==> src/hw/rtl/slist_pkg.sv <==
`timescale 1ns / 1ps
// ----------------------------------------------------------------------------
// slist_pkg
// Shared types for the sequential list engine: request and result payloads,
// operation and status codes, and the controller/datapath command structs.
// ----------------------------------------------------------------------------
package slist_pkg;

  typedef enum logic [3:0] {
    FN_CREATE  = 4'd0,
    FN_DESTROY = 4'd1,
    FN_CLEAR   = 4'd2,
    FN_GET     = 4'd3,
    FN_LOCATE  = 4'd4,
    FN_PRIOR   = 4'd5,
    FN_NEXT    = 4'd6,
    FN_INSERT  = 4'd7,
    FN_DELETE  = 4'd8
  } func_e;

  typedef enum logic [1:0] {
    ST_OK     = 2'd0,
    ST_BAD    = 2'd1,
    ST_ABSENT = 2'd2,
    ST_FULL   = 2'd3
  } status_e;

  typedef struct packed {
    logic [3:0]         func;
    logic [7:0]         position;
    logic signed [31:0] value;
  } in_t;

  typedef struct packed {
    logic [1:0]         status;
    logic signed [31:0] element;
    logic [7:0]         index_found;
    logic [7:0]         count;
    logic               is_empty;
  } out_t;

  typedef enum logic [2:0] {
    PTR_HOLD  = 3'd0,
    PTR_ZERO  = 3'd1,
    PTR_FILL  = 3'd2,
    PTR_POSM1 = 3'd3,
    PTR_INC   = 3'd4,
    PTR_DEC   = 3'd5
  } ptr_op_e;

  typedef enum logic [1:0] {
    RD_NONE  = 2'd0,
    RD_POSM1 = 2'd1,
    RD_PTR   = 2'd2,
    RD_PTRM1 = 2'd3
  } rd_op_e;

  typedef enum logic [1:0] {
    WR_NONE = 2'd0,
    WR_DOWN = 2'd1,
    WR_UP   = 2'd2,
    WR_VAL  = 2'd3
  } wr_op_e;

  typedef enum logic [1:0] {
    FILL_HOLD = 2'd0,
    FILL_ZERO = 2'd1,
    FILL_INC  = 2'd2,
    FILL_DEC  = 2'd3
  } fill_op_e;

  typedef enum logic [1:0] {
    ELEM_HOLD  = 2'd0,
    ELEM_RDATA = 2'd1,
    ELEM_PREV  = 2'd2
  } elem_op_e;

  typedef struct packed {
    logic     load_req;
    ptr_op_e  ptr_op;
    rd_op_e   rd_op;
    wr_op_e   wr_op;
    fill_op_e fill_op;
    logic     set_present;
    logic     clr_present;
    logic     set_status;
    status_e  status;
    elem_op_e elem_op;
    logic     set_idx;
    logic     out_load;
  } cmd_t;

  typedef struct packed {
    logic [3:0] func;
    logic       present;
    logic       pos_rd_ok;
    logic       pos_ins_ok;
    logic       full;
    logic       ptr_lt_fill;
    logic       ptr_ge_pos;
    logic       rd_pend;
    logic       match;
    logic       last_is_first;
    logic       last_is_posm1;
    logic       next_in_range;
  } stat_t;

endpackage

==> src/hw/rtl/slist_ctrl.sv <==
`timescale 1ns / 1ps
// ----------------------------------------------------------------------------
// slist_ctrl
// Sequencer for the list engine: decodes the captured request, steps the
// datapath through scans and shifts, and owns both channel handshakes.
// ----------------------------------------------------------------------------
module slist_ctrl
  import slist_pkg::*;
(
  input  logic  clk_i,
  input  logic  rst_ni,
  input  logic  in_valid_i,
  output logic  in_ready_o,
  output logic  out_valid_o,
  input  logic  out_ready_i,
  input  stat_t stat_i,
  output cmd_t  cmd_o
);

  typedef enum logic [7:0] {
    S_IDLE    = 8'b0000_0001,
    S_DECODE  = 8'b0000_0010,
    S_RDWAIT  = 8'b0000_0100,
    S_SCAN    = 8'b0000_1000,
    S_DEL     = 8'b0001_0000,
    S_INS     = 8'b0010_0000,
    S_INS_PUT = 8'b0100_0000,
    S_FIN     = 8'b1000_0000
  } state_e;

  state_e state_q, state_d;
  logic   out_valid_q, out_valid_d;

  always_comb begin
    state_d    = state_q;
    in_ready_o = 1'b0;
    cmd_o      = '0;
    cmd_o.status = ST_OK;

    unique case (state_q)
      S_IDLE: begin
        in_ready_o = 1'b1;
        if (in_valid_i) begin
          cmd_o.load_req = 1'b1;
          state_d        = S_DECODE;
        end
      end

      S_DECODE: begin
        state_d = S_FIN;
        unique case (stat_i.func)
          FN_CREATE: begin
            cmd_o.set_present = 1'b1;
            cmd_o.fill_op     = FILL_ZERO;
          end
          FN_DESTROY, FN_CLEAR, FN_GET, FN_LOCATE, FN_PRIOR, FN_NEXT,
          FN_INSERT, FN_DELETE: begin
            if (!stat_i.present) begin
              cmd_o.set_status = 1'b1;
              cmd_o.status     = ST_ABSENT;
            end else if (stat_i.func == FN_DESTROY) begin
              cmd_o.clr_present = 1'b1;
              cmd_o.fill_op     = FILL_ZERO;
            end else if (stat_i.func == FN_CLEAR) begin
              cmd_o.fill_op = FILL_ZERO;
            end else if (stat_i.func == FN_LOCATE || stat_i.func == FN_PRIOR ||
                         stat_i.func == FN_NEXT) begin
              cmd_o.ptr_op = PTR_ZERO;
              state_d      = S_SCAN;
            end else if (stat_i.func == FN_INSERT) begin
              if (!stat_i.pos_ins_ok) begin
                cmd_o.set_status = 1'b1;
                cmd_o.status     = ST_BAD;
              end else if (stat_i.full) begin
                cmd_o.set_status = 1'b1;
                cmd_o.status     = ST_FULL;
              end else begin
                cmd_o.ptr_op = PTR_FILL;
                state_d      = S_INS;
              end
            end else if (!stat_i.pos_rd_ok) begin
              // get or delete with a position outside the list
              cmd_o.set_status = 1'b1;
              cmd_o.status     = ST_BAD;
            end else if (stat_i.func == FN_GET) begin
              cmd_o.rd_op = RD_POSM1;
              state_d     = S_RDWAIT;
            end else begin
              cmd_o.ptr_op = PTR_POSM1;
              state_d      = S_DEL;
            end
          end
          default: begin
            cmd_o.set_status = 1'b1;
            cmd_o.status     = ST_BAD;
          end
        endcase
      end

      S_RDWAIT: begin
        cmd_o.elem_op = ELEM_RDATA;
        state_d       = S_FIN;
      end

      S_SCAN: begin
        // one read issued per cycle, the compare lands in the next cycle
        if (stat_i.ptr_lt_fill) begin
          cmd_o.rd_op  = RD_PTR;
          cmd_o.ptr_op = PTR_INC;
        end
        if (stat_i.rd_pend && stat_i.match) begin
          state_d = S_FIN;
          unique case (stat_i.func)
            FN_LOCATE: cmd_o.set_idx = 1'b1;
            FN_PRIOR: begin
              if (stat_i.last_is_first) begin
                cmd_o.set_status = 1'b1;
                cmd_o.status     = ST_BAD;
              end else begin
                cmd_o.elem_op = ELEM_PREV;
              end
            end
            default: begin
              // the successor's read was issued in this same cycle
              if (!stat_i.next_in_range) begin
                cmd_o.set_status = 1'b1;
                cmd_o.status     = ST_BAD;
              end else begin
                state_d = S_RDWAIT;
              end
            end
          endcase
        end else if (!stat_i.rd_pend && !stat_i.ptr_lt_fill) begin
          cmd_o.set_status = 1'b1;
          cmd_o.status     = ST_BAD;
          state_d          = S_FIN;
        end
      end

      S_DEL: begin
        if (stat_i.ptr_lt_fill) begin
          cmd_o.rd_op  = RD_PTR;
          cmd_o.ptr_op = PTR_INC;
        end
        if (stat_i.rd_pend) begin
          if (stat_i.last_is_posm1) cmd_o.elem_op = ELEM_RDATA;
          else                      cmd_o.wr_op   = WR_DOWN;
        end else if (!stat_i.ptr_lt_fill) begin
          cmd_o.fill_op = FILL_DEC;
          state_d       = S_FIN;
        end
      end

      S_INS: begin
        if (stat_i.ptr_ge_pos) begin
          cmd_o.rd_op  = RD_PTRM1;
          cmd_o.ptr_op = PTR_DEC;
        end
        if (stat_i.rd_pend) begin
          cmd_o.wr_op = WR_UP;
        end else if (!stat_i.ptr_ge_pos) begin
          state_d = S_INS_PUT;
        end
      end

      S_INS_PUT: begin
        cmd_o.wr_op   = WR_VAL;
        cmd_o.fill_op = FILL_INC;
        state_d       = S_FIN;
      end

      S_FIN: begin
        if (!out_valid_q || out_ready_i) begin
          cmd_o.out_load = 1'b1;
          state_d        = S_IDLE;
        end
      end

      default: state_d = S_IDLE;
    endcase
  end

  always_comb begin
    out_valid_d = out_valid_q;
    if (cmd_o.out_load)   out_valid_d = 1'b1;
    else if (out_ready_i) out_valid_d = 1'b0;
  end

  assign out_valid_o = out_valid_q;

  always_ff @(posedge clk_i or negedge rst_ni) begin
    if (!rst_ni) begin
      state_q     <= S_IDLE;
      out_valid_q <= 1'b0;
    end else begin
      state_q     <= state_d;
      out_valid_q <= out_valid_d;
    end
  end

endmodule

==> config.mk <==
export PLATFORM = sky130hd
export DESIGN_NAME = slist_ctrl
export DESIGN_NICKNAME = d
export VERILOG_FILES = /design/src/hw/rtl/slist_pkg.sv /design/src/hw/rtl/slist_ctrl.sv
export SDC_FILE = /design/constraint.sdc
export NUM_CORES = 1
export LEC_CHECK = 0
export ABC_CLOCK_PERIOD_IN_PS = 1570
export BUFFER_PORTS_ARGS = -buffer_cell sky130_fd_sc_hd__buf_2
export CORE_UTILIZATION = 43
export CTS_CLUSTER_SIZE = 28
export DETAILED_ROUTE_END_ITERATION = 12
export PLACE_DENSITY = 0.76
export SLEW_MARGIN = 20
export SYNTH_ARGS = -nofsm -noshare
export SYNTH_HDL_FRONTEND = slang
export SYNTH_SLANG_ARGS = --single-unit
export TNS_END_PERCENT = 5
==> constraint.sdc <==
create_clock -name clk_i -period 1.57 [get_ports clk_i]
set_input_delay 0.314 -clock clk_i [delete_from_list [all_inputs] [get_ports clk_i]]
set_output_delay 0.314 -clock clk_i [all_outputs]
set_load 0.01 [all_outputs]
==> impl_metrics.yaml, run 1 <==
clock_tree:
  path_clk_slew_ns: 0.07
  insertion_delay_ns: 0.28
  numCtsBuffers: 3
  cts_tree: "done"
  cts_sinks: 9
  clock_path_buffers: 2
  root_buffer: "clkbuf_4"
  htreeDepth: 1
layout:
  syn_to_final_growth_pct: 65.5
  drive_gt1_share_pct: 53.4
  antenna_cells: 0
  fillers: 144
  fin_nets: 226
  layout_common_cells: "37 x buf_2, 33 x buf_4, 13 x nand2_1, 10 x nor2_1"
  final_core_util_pct: 78.5
  final_common_cell: "buf_2"
synth:
  yosysWarnings: 0
  synthesis.instances: 134
  async_flop_share_pct: 100
  yosysTopAreaCell: "dfrtp_1"
  synth_edf_count: 0
  synth_top_cell_area_share_pct: 20.7
  synth_area_leaders: "dfrtp_1 21%, nand2_1 7.4%, o21ai_0 6.2%"
  syn-num-nets: 153
  avgSynthCellArea_um2: 7.23
  synth_seq_cells: 9
  ys_types: 38
  ys.flop_type: "dfrtp_1"
  ys_seq_area_share_pct: 23.4
  syn_area_um2: 968
critical_path:
  crit_end: "cmd_o[17]"
  r2r_cells: 6
  cpPeakStageDelay_ns: 0.44
  slowest_stage: "dfrtp_1"
  regToRegSetupSlack_ns: -0.08
  regToRegEndpoint: "state_q[6]"
  crit_path_end_kind: "output pin"
  crit_type: "register to output pin"
  path_max_fanout: 5
  crit_start: "state_q[6]"
  required_ns: 1.26
  critPathLaunchType: "register"
  cp.arrival_ns: 1.86
  crit_chain: "nor4_4 -> and4b_2 -> buf_4 -> o21ai_1 -> nand2_2 -> buf_2"
  r2r_start: "state_q[6]"
global_route:
  grt_pass1_wl_um: 5660
  grt_pass1_vias: 1260
  grt_max_degree: 10
  gr-total-overflow: 0
  grt_usage_pct: 29.9
  antenna_found_initial: 0
pwr:
  p_sw_mw: 0.530
  power.density_nw_per_um2: 819
  netSwitchingFraction_pct: 40.4
  clkPwrFrac_pct: 14.3
  p_leak_nw: 0.789
  intPower_mw: 0.783
  ir_drop_v: 0.000680
  pwr-share-comb_pct: 59.9
  p_seq_share_pct: 25.7
timing:
  finalCriticalPeriod_ns: 2.18
  period_share_pct: 139
  relSlewSlack_pct: 76.3
  worstMarginPinSlew_ns: 0.353
  fmax_ghz: 0.459
  slew_viol_final: 0
  rsz0062_at_grt: "yes"
  hold_viol: 0
  setup_ws_ns: -0.607
  setup_violations: 23
  clock_skew_ns: 0.0125
detailed_routing:
  first_pass_iters: 4
  wl_per_cell_um: 15.4
  ant_nets: 0
  wirelength_um: 3580
  post-route-drc-count: 0
  vias: 1351
  drt_iter0_drc: 36
  vias_per_cell: 5.80
place:
  port_buffers: 39
  place_ws_ns: -0.225
  gp_congestion: 0.874
  dpl.hpwl_um: 2630
floorplan:
  die_area_um2: 2450
  initial_core_util_pct: 47.4
  die_width_um: 49.5
  rows: 16
  die_h_um: 49.5
  core_um2: 2040
  pin_count: 40
status:
  status: "finished with violations"
  failed_checks: "negative setup slack"
hold_path:
  worstHoldPathType: "input port to register"
flow_run:
  max_cap_violations: 0
synthesized netlist by cell type, types with 2 or more instances:
master,count
nand2_1,19
nand4b_1,5
or2_2,3
nor2_1,13
a21oi_1,6
o21ai_0,12
a31oi_1,2
dfrtp_1,8
buf_2,2
nor4_1,4
nand3_1,5
and2_1,3
nand4_1,3
nor2b_1,2
nor3_1,4
o211ai_1,4
buf_4,2
nand2b_1,8
xor2_1,2
inv_1,3
o22ai_1,5
clkbuf_1,3
metrics by stage:
step	std cells	power [mW]	hold slack [ns]	TNS, ns	area [um^2]
finish	233	1.31	0.265	-9.18	1600
global route	233	1.39	0.278	-11.74	1600
CTS	229	1.24	0.239	-8.05	1520
detailed placement	224	0.946	0.175	-2.89	1430
global placement	224	0.928	0.171	-1.78	1430
floorplan	134	0.666	0.0184	-0.607	1010
power groups by stage:
| stage | combinational (mW) | clock [mW] | sequential [mW] |
|---|---|---|---|
| after floorplan | 0.338 | 0 | 0.327 |
| after CTS | 0.718 | 0.195 | 0.327 |
| after global placement | 0.604 | 0 | 0.324 |
| after global routing | 0.844 | 0.205 | 0.341 |
| final | 0.787 | 0.188 | 0.338 |
| after detailed placement | 0.622 | 0 | 0.324 |
kinds of logic (layout without fill, tap and decap cells):
logic type      Yosys count  in the layout  share of synthesized area, %
flops                     9              9                          23.4
fa+ha+maj                 1              1                          1.03
xor+xnor                  3              3                          2.71
buf+inv                  10             82                          4.91
mux                       1              1                          1.03
simple gates             76             76                          45.6
compound gates           34             34                          21.3
critical path, delay by kind of cell, from the launching register on:
family          cells  cell delay [ns]
simple gates        3             0.82
flops               1             0.44
buf+inv             2             0.25
compound gates      1             0.09
state kept, by name, indices dropped and copies added (netlist names):
register / cells
out_valid_o: 1
state_q: 8
layout make-up:
| class | count | area [um^2] | share of cell area (%) |
|---|---|---|---|
| multi-input cells | 115 | 815 | 50.8 |
| clock inverters | 1 | 5.00 | 0.312 |
| inverters | 3 | 11.3 | 0.703 |
| well taps | 27 | 33.8 | 2.11 |
| flip-flops and latches | 9 | 228 | 14.2 |
| repair buffers | 75 | 488 | 30.4 |
| clock buffers | 3 | 22.5 | 1.41 |
worst min path at each step:
stage	cells past startpoint	slack, ns	startpoint	end
2_1_floorplan	0	0.02	rst_ni	out_valid_o
3_3_place_gp	1	0.17	rst_ni	state_q[1]
3_5_place_dp	1	0.18	rst_ni	state_q[1]
4_1_cts	2	0.24	in_valid_i	state_q[0]
5_1_grt	2	0.28	in_valid_i	state_q[0]
6_report	2	0.27	in_valid_i	state_q[0]
routing by layer:
layer | track usage (%) | wire [um] | up-vias | part of all wire [%]
li1 | - | - | 641 | -
met1 | 34.0 | 1480 | 643 | 41
met2 | 55.3 | 1870 | 53 | 52
met3 | 4.01 | 128 | 14 | 3.6
met4 | 12.4 | 106 | 0 | 3.0
met5 | 0 | 0 | - | 0
what timing repair did:
| action | CTS | global route |
|---|---|---|
| setup endpoints to repair | 23 | 26 |
| hold buffers | 1 | 0 |
| setup buffers | 0 | 4 |
| endpoints found under the hold margin | 8 | 0 |
| pin swaps | 6 | 6 |
| gates resized for setup | 14 | 12 |
Note: power is estimated with default switching activity, not from simulation.
==> inputs of run 2 (changes only) <==
- ABC_CLOCK_PERIOD_IN_PS: 1570 -> 2000
- SETUP_SLACK_MARGIN: default -> 0.2
- clock period: 1.57 -> 2 ns (I/O delays scaled with it)
==> run 2 against run 1 <==
  * The run still ends with negative setup slack left
  * Sequential power fell by 22%
  * Critical path depth fell by 1
  * Clock power fell by 24%
  * Cell area fell by 16%
  * Utilization fell by 13 points
  * Total power fell by 33%
  * Final cell count fell by 8.6%
  * Routed wire length fell by 15%
  * Clock skew fell by 0.0078 ns
  * Combinational power fell by 40%
  * Critical endpoint is now cmd_o[4]
==> impl_metrics.yaml, run 2 (synthesized netlist as in run 1, its figures left out) <==
status:
  failed_checks: "negative setup slack"
  status: "finished with violations"
layout:
  drive_gt1_share_pct: 40.3
  layout_common_cells: "39 x buf_2, 17 x nand2_1, 15 x buf_4, 11 x nor2_1, 9 x o21ai_0"
  fillers: 186
  max_flop_register: "state_q"
  syn_to_final_growth_pct: 38.2
  final_common_cell: "buf_2"
  antenna_cells: 0
  fin_nets: 206
  final_area_um2: 1340
  largest_reg_flops: 8
  final_cells: 213
detailed_routing:
  first_pass_iters: 4
  ant_nets: 0
  wirelength_um: 3030
  post-route-drc-count: 0
  vias_per_cell: 5.87
  wl_per_cell_um: 14.2
  vias: 1251
  drt_iter0_drc: 40
clock_tree:
  insertion_delay_ns: 0.26
  clock_path_buffers: 2
  cts_sinks: 9
  numCtsBuffers: 3
  cts_tree: "done"
  htreeDepth: 1
  root_buffer: "clkbuf_4"
  path_clk_slew_ns: 0.07
place:
  gp_congestion: 0.873
  place_area_um2: 1250
  port_buffers: 39
  place_ws_ns: 0.0265
  dp_cells: 204
  dpl.hpwl_um: 2300
floorplan:
  pin_count: 40
  core_um2: 2040
  die_area_um2: 2450
  rows: 16
  die_width_um: 49.5
  die_h_um: 49.5
  initial_core_util_pct: 47.4
timing:
  worstMarginPinSlew_ns: 0.384
  clock_skew_ns: 0.00467
  rsz0062_at_grt: "yes"
  fin_tns_setup_ns: -2.74
  fmax_ghz: 0.437
  hold_viol: 0
  slew_viol_final: 0
  setup_ws_ns: -0.289
  period_share_pct: 114
  relSlewSlack_pct: 74.2
  finalCriticalPeriod_ns: 2.29
  setup_violations: 18
critical_path:
  regToRegSetupSlack_ns: 0.24
  critPathLaunchType: "register"
  r2r_start: "state_q[6]"
  required_ns: 1.60
  crit_family: "simple AND/OR/NAND/NOR gates"
  critPathBufInv: 1
  crit_type: "register to output pin"
  regToRegEndpoint: "state_q[7]"
  slowest_stage: "dfrtp_2"
  crit_path_end_kind: "output pin"
  cpPeakStageDelay_ns: 0.45
  r2r_cells: 5
  path_max_fanout: 5
  crit_chain: "nor4_4 -> and4b_2 -> nand4_1 -> o21ai_1 -> buf_2"
  cp.arrival_ns: 1.89
pwr:
  p_seq_share_pct: 30.2
  clkPwrFrac_pct: 16.3
  p_leak_nw: 0.663
  p_sw_mw: 0.362
  power.density_nw_per_um2: 655
  pwr-share-comb_pct: 53.5
  p_total_mw: 0.877
  netSwitchingFraction_pct: 41.3
  intPower_mw: 0.515
  ir_drop_v: 0.000395
global_route:
  antenna_found_initial: 0
  grt_usage_pct: 26.4
  gr-total-overflow: 0
  grt_max_degree: 12
  grt_pass1_wl_um: 5010
  grt_pass1_vias: 1221
hold_path:
  whs_path_depth: 2
  worstHoldPathType: "input port to register"
  hp-start: "in_valid_i"
  min_to: "state_q[0]"
flow_run:
  max_cap_violations: 0
==> run 2: changes by cell type in the layout (fill, tap and decap cells not counted), moves of 2 or more <==
cell	before	now
buf_2	37	39
buf_6	4	0
nand2_1	13	17
o22ai_1	3	5
buf_4	33	15
o22ai_2	2	0
o21ai_0	7	9
nor4_1	1	3
nand2_2	6	2
==> run 2: power by group through the flow <==
| stage | Clock [mW] | Combinational, mW | Sequential (mW) |
|---|---|---|---|
| 2_1_floorplan | 0 | 0.258 | 0.257 |
| 3_3_place_gp | 0 | 0.375 | 0.260 |
| 3_5_place_dp | 0 | 0.389 | 0.267 |
| 4_1_cts | 0.144 | 0.430 | 0.263 |
| 5_1_grt | 0.160 | 0.515 | 0.267 |
| 6_report | 0.143 | 0.469 | 0.265 |
==> run 2: worst max-delay path by stage <==
stage                to  slack [ns]        from  cells after the start
2_1_floorplan  cmd_o[7]        0.12  state_q[5]                      5
3_3_place_gp   cmd_o[9]        0.12  state_q[7]                      6
3_5_place_dp   cmd_o[4]        0.03  state_q[7]                      5
4_1_cts        cmd_o[4]       -0.17  state_q[6]                      5
5_1_grt        cmd_o[4]       -0.38  state_q[6]                      5
6_report       cmd_o[4]       -0.29  state_q[6]                      5
==> run 2: what timing repair did <==
action                     CTS  global route
hold buffers                 1             0
setup endpoints to repair   20            22
gates resized for setup      3             7
pin swaps                    5             3
buffers inserted             3             1
hold endpoints to repair     8             0
==> run 2: per-stage QoR <==
stage | util (%) | hold WS, ns
global route | 65.6 | 0.347
CTS | 64.5 | 0.337
floorplan | - | 0.104
finish | 65.6 | 0.342
detailed placement | 61.5 | 0.262
global placement | 61.5 | 0.259
==> run 2: routing by layer <==
layer / part of all wire [%] / up-vias / GRT usage [%]
li1: - / 598 / -
met1: 40 / 583 / 28.4
met2: 53 / 60 / 50.2
met3: 5.1 / 10 / 4.01
met4: 2.1 / 0 / 11.4
met5: 0 / - / 0
==> run 2: final cells by class <==
class | count | area (um^2) | area share [%]
timing repair buffer | 55 | 318 | 23.7
clock buffer | 4 | 26.3 | 1.96
tap | 27 | 33.8 | 2.52
multi-input combinational | 115 | 721 | 53.8
sequential | 9 | 229 | 17.1
inverter | 3 | 11.3 | 0.841
